`config.mk`:
```
export PLATFORM = sky130hd
export DESIGN_NAME = lir_ram
export DESIGN_NICKNAME = d
export VERILOG_FILES = /design/src/rtl/core/lir_pkg.sv /design/src/rtl/core/lir_ram.sv
export SDC_FILE = /design/constraint.sdc
export NUM_CORES = 1
export LEC_CHECK = 0
export BUFFER_PORTS_ARGS = -buffer_cell sky130_fd_sc_hd__buf_2
export CORE_ASPECT_RATIO = 1.25
export CORE_UTILIZATION = 40
export DETAILED_ROUTE_END_ITERATION = 10
export PLACE_DENSITY_LB_ADDON = 0.2
export SYNTH_ARGS = -nofsm -noshare
export SYNTH_HDL_FRONTEND = slang
export SYNTH_SLANG_ARGS = --single-unit
```
`constraint.sdc`:
```
create_clock -name clk -period 3.3 [get_ports clk]
set_input_delay 0.66 -clock clk [delete_from_list [all_inputs] [get_ports clk]]
set_output_delay 0.66 -clock clk [all_outputs]
set_load 0.01 [all_outputs]
```
`src/rtl/core/lir_pkg.sv`:
```
package lir_pkg;

	// Fixed widths of the ports.
	localparam int SAMPLE_W      = 16;
	localparam int CHAN_OUT_W    = 3;
	localparam int CH_COUNT_W    = 4;
	localparam int RATE_STEP_W   = 20;
	localparam int CFG_IDX_W     = 1;
	localparam int CFG_DATA_W    = 20;
	localparam int RESULT_CNT_W  = 4;

	// Defaults of the top-level parameters.
	localparam int MAX_CHANNELS_DEF    = 8;
	localparam int PHASE_FRAC_BITS_DEF = 16;

	// At most this many results follow from one input beat.
	localparam logic [RESULT_CNT_W-1:0] MAX_RESULTS = RESULT_CNT_W'(9);

	// Register indexes of the configuration port.
	localparam logic [CFG_IDX_W-1:0] REG_CHANNEL_COUNT = 1'b0;
	localparam logic [CFG_IDX_W-1:0] REG_RATE_STEP     = 1'b1;

	// Reset values of the configuration registers.
	localparam logic [CH_COUNT_W-1:0]  CH_COUNT_RESET  = CH_COUNT_W'(1);
	localparam logic [RATE_STEP_W-1:0] RATE_STEP_RESET = RATE_STEP_W'(65536);

	// Configuration as seen by the sequencer.
	typedef struct packed {
		logic [CH_COUNT_W-1:0]  channel_count;
		logic [RATE_STEP_W-1:0] rate_step;
	} cfg_t;

endpackage

```
`src/rtl/core/lir_ram.sv`:
```
module lir_ram
	import lir_pkg::*;
#(
	parameter int WIDTH = SAMPLE_W,
	parameter int DEPTH = MAX_CHANNELS_DEF
) (
	input  logic                                   clk,
	input  logic                                   we,
	input  logic [(DEPTH > 1 ? $clog2(DEPTH) : 1)-1:0] waddr,
	input  logic [WIDTH-1:0]                       wdata,
	input  logic                                   re,
	input  logic [(DEPTH > 1 ? $clog2(DEPTH) : 1)-1:0] raddr,
	output logic [WIDTH-1:0]                       rdata
);

	logic [WIDTH-1:0] mem_q [DEPTH];
	logic [WIDTH-1:0] rdata_q;

	// One write port and one registered read port.
	always_ff @(posedge clk) begin
		if (we) begin
			mem_q[waddr] <= wdata;
		end
		if (re) begin
			rdata_q <= mem_q[raddr];
		end
	end

	assign rdata = rdata_q;

endmodule

```
* Word level (Yosys, flattened, before mapping)
Memory sizes are Yosys's and may differ from the RTL's. A register that Yosys moved wholly into a read port is not among the register bits.
Index checks and enable logic that the tools add are counted.
** Operators by class
- Multiplexer cells :: 2
** Operators by type and width (count)
- $mux 1 :: 2
** Word-level totals
- Word-level logic and storage cells :: 3
- Memories :: 1
- Bits in registers :: 0
- Output and inout port bits :: 16
- Bits of input ports :: 25
- Bits in writable memories :: 128
** Memories
- mem_q :: depth 8, width 16, rd ports 1, clocked after Yosys merged registers in 1, write ports 1, RTL line lir_ram.sv:16 : logic [WIDTH-1:0] mem_q [DEPTH];

* Logic depth before layout (Yosys ltp)
- Depth in word-level cells :: 2
- Depth in mapped cells :: 4
- Gate-level depth less buffers :: 2

* Worst setup path after synthesis
No wires, ideal clock.
- Path kind :: input port to flip-flop
- From :: input waddr[2] in the netlist's numbering
- To :: memory mem_q[0][0] in the netlist's numbering (enable)
- Cell stages on the path :: 2
- Setup time :: 0.409 ns
- Arrival :: 1.973 ns
- Required time :: 2.891 ns
- Path buffers :: 0
- Setup slack :: 0.917 ns
- Cells stage by stage :: nand2b_1 -> nor3_1
** RTL lines
- start, declared :: RTL line lir_ram.sv:9 : input logic [(DEPTH > 1 ? $clog2(DEPTH) : 1)-1:0] waddr,
- end, declared :: RTL line lir_ram.sv:16
Straight into the memory's write port.

==> Implementation_results.wiki <==
{| class="wikitable"
! Metric !! Value
|-
| Outcome || complete, no violations
|-
| Classification of the worst-slack hold path || input port to flip-flop
|-
| Post-synth design cell area || 5450 um2
|-
| Number of antenna violations at the first check in global routing || 0
|-
| All-Layer GR Usage || 14.4%
|-
| Quantity of hold-fixing buffers added after cts || 0
|-
| Max stage delay on crit path || 580 ps
|-
| Nets || 298
|-
| Kind of cell adding the most delay to the critical path || multiplexers
|-
| Switch share || 19.4%
|-
| Hold path start || wdata[5]
|-
| Count of flip-flops with a built-in enable after synthesis || 144
|-
| Count of placed standard cells including taps || 425
|-
| Row count || 47
|-
| # clock sinks || 144
|-
| Area leader, netlist || sky130_fd_sc_hd__edfxtp_1
|-
| Synthesized netlist net count || 239
|-
| Endpoints failing setup || 0
|-
| Overflow after GRT || 0
|-
| Cells after synthesis || 214
|-
| Floorplan die height || 133 um
|-
| Flip-flop and latch count after synthesis || 144
|-
| Die Area || 14100 um2
|-
| Cells on worst reg2reg path || 2
|-
| Leakage || 0.00218 uW
|-
| Worst Setup Start Kind || input port
|-
| Crit path capture type || flip-flop
|-
| Cell area after layout || 6400 um2
|-
| Starting Density || 41.0%
|-
| Power density cells || 619 nW/um2
|-
| # Post-CTS Setup Buffers || 0
|-
| Setup slack on the worst flop-to-flop path || 1890 ps
|-
| Combinational group share of total power || 4.8%
|-
| Worst vdd ir || 0.286 mV
|-
| Number of iterations in the first detailed-routing pass || 4
|-
| Relative slew margins || 49.8%
|-
| Number of DRC markers after the initial detailed-route iteration || 89
|-
| Worst flop-to-flop path startpoint || mem_q[3][6]$_DFFE_PP_
|-
| Number of endpoints with negative hold slack in the final report || 0
|-
| Number of cells on the worst hold path || 1
|-
| Synth warn || 0
|-
| Cell chain of the critical path || buf_2, buf_12, mux4_1, mux2_2
|-
| Clk_lat worst skew || 410 ps
|-
| Most common cell in the netlist || sky130_fd_sc_hd__edfxtp_1
|-
| Count of non-filler cells in the finished layout || 455
|-
| Total negative slack for setup checks || 0 ps
|-
| Share of the clock period used by the worst path || 59.8%
|-
| Max clock buf depth || 2
|-
| Top fanout value on the critical path || 20
|-
| Via count of the first global-routing pass || 2427
|-
| Cell at the root of the clock tree || sky130_fd_sc_hd__clkbuf_16
|-
| Register Area || 4320 um2
|-
| Transition at the pin with the smallest max-transition slack || 753 ps
|-
| Switching power of the nets || 770 uW
|-
| Total Routed Length || 9.36 mm
|-
| Worst flop-to-flop path endpoint || rdata[6]$_DFFE_PP_
|-
| Maximum level of the CTS H-tree || 4
|-
| Area used by multi-input combinational logic || 1070 um2
|-
| Antenna diodes || 0
|-
| Minimum clock period after layout || 1970 ps
|-
| Clock buffers created by TritonCTS || 17
|-
| Wire length of the first global-routing pass || 14.1 mm
|-
| Count of input and output buffers || 40
|-
| Crit path kind || input port to flip-flop
|-
| Leading post-synthesis cells by cell area || sky130_fd_sc_hd__edfxtp_1, sky130_fd_sc_hd__mux4_1, sky130_fd_sc_hd__mux2_2
|-
| Largest net degree at the start of global routing || 33
|-
| Post-CTS Resized || 0
|-
| Mean instance size in the synthesized netlist || 25.5 um2
|-
| Drt via density || 5.06
|-
| Post-route core utilization || 48.2%
|-
| Reported max-cap violation count || 0
|-
| Detailed-route via count || 2303
|-
| Post-route DRC violation count || 0
|-
| Hold slack final || 522 ps
|-
| Max Slew Vio Count || 0
|-
| Filler cell count || 1102
|-
| Cell variety after synth || 11
|-
| Average wire per standard cell || 20.6 um
|-
| Area inside the core boundary || 13300 um2
|-
| Register area share after synthesis || 79.3%
|-
| Share of async-settable or async-resettable flops after synthesis || 0%
|-
| Number of buffer and inverter stages on the critical path || 2
|-
| RSZ-0062 raised after global routing || no
|-
| Achievable frequency || 507 MHz
|-
| Required time reported for the critical path endpoint || 3450 ps
|-
| Leading post-synthesis cells by instance count || sky130_fd_sc_hd__edfxtp_1, sky130_fd_sc_hd__mux4_1, sky130_fd_sc_hd__mux2_2, sky130_fd_sc_hd__nor2_1
|-
| Hold Crit Endpoint || mem_q[7][5]$_DFFE_PP_
|-
| Io pins || 41
|-
| Clk pwr share || 42.0%
|-
| TritonCTS clock tree || yes
|-
| Area share of the largest cell type after synthesis || 79.3%
|-
| Critical path arrival || 2130 ps
|-
| Weighted congestion reported at the end of routability-driven placement || 0.671
|-
| Most used DFF post-synth || sky130_fd_sc_hd__edfxtp_1
|-
| Worst-path cell with the longest stage delay || sky130_fd_sc_hd__mux4_1
|-
| Seq pwr share || 53.1%
|-
| Placement Cell Area || 5890 um2
|-
| Area growth from synthesis to final layout || 17.4%
|-
| Layout cells sized above 1 || 33.1%
|-
| Setup skew after layout || 7.65 ps
|-
| Remaining antenna violation count || 0
|-
| Clock slew seen by the registers of the worst setup and hold paths || 50 ps
|-
| Internal cell power || 3190 uW
|-
| Die Span X || 106 um
|}
registers in the layout, summed over array words and instances (netlist names):
| register | flops |
|---|---|
| mem_q | 128 |
| rdata | 16 |
how the worst max path moves through the flow:
stage                     startpoint               endpoint  slack, ps  depth (start not counted)
after floorplan             waddr[2]  mem_q[0][0]$_DFFE_PP_        920                          2
after global placement      raddr[0]     rdata[3]$_DFFE_PP_        890                          4
after detailed placement    raddr[0]     rdata[6]$_DFFE_PP_        870                          4
after CTS                   raddr[0]     rdata[6]$_DFFE_PP_       1300                          4
after global routing        raddr[0]     rdata[5]$_DFFE_PP_       1260                          4
final                       raddr[0]     rdata[6]$_DFFE_PP_       1330                          4
area by class of cell:
| cell class | count | area share (%) |
|---|---|---|
| clock buffer | 20 | 6.82 |
| clock inverter | 10 | 1.13 |
| multi-input combinational | 61 | 16.8 |
| sequential | 144 | 67.5 |
| tap | 171 | 3.34 |
| timing repair buffer | 49 | 4.38 |
metrics by stage:
stage,setup slack (ps),power (uW)
floorplan,917,2250
global placement,892,2330
detailed placement,874,2340
CTS,1300,4000
global route,1260,4080
finish,1330,3960
logic make-up (layout without fill, tap and decap cells):
| family | count (synthesis) | after routing | share of synthesized area (%) |
|---|---|---|---|
| mux | 48 | 48 | 18.4 |
| buf+inv | 9 | 79 | 1.19 |
| flops | 144 | 144 | 79.3 |
| simple gates | 13 | 13 | 1.08 |
layer usage:
metal,global-route usage (%),routed length (um),up-vias,part of all wire (%)
li1,-,-,1052,-
met1,18.1,4150,1195,44
met2,24.0,4790,45,51
met3,2.66,258,11,2.8
met4,6.85,163,0,1.7
met5,0,0,-,0
power groups by stage:
stage / clock, uW / sequential, uW / combinational, uW
after floorplan: 0 / 2150 / 104
after global routing: 1760 / 2110 / 208
after detailed placement: 0 / 2140 / 196
after CTS: 1690 / 2110 / 196
after global placement: 0 / 2140 / 192
final: 1660 / 2100 / 191
layout by cell type (no fill, tap or decap), drive strengths merged:
master      n
edfxtp    144
buf        49
mux4       32
clkbuf     20
mux2       16
clkinv      8
nor2        6
nand2b      3
nand2       2
nor3        2
clkinvlp    1
bufinv      1
(Power assumes the default switching activity.)
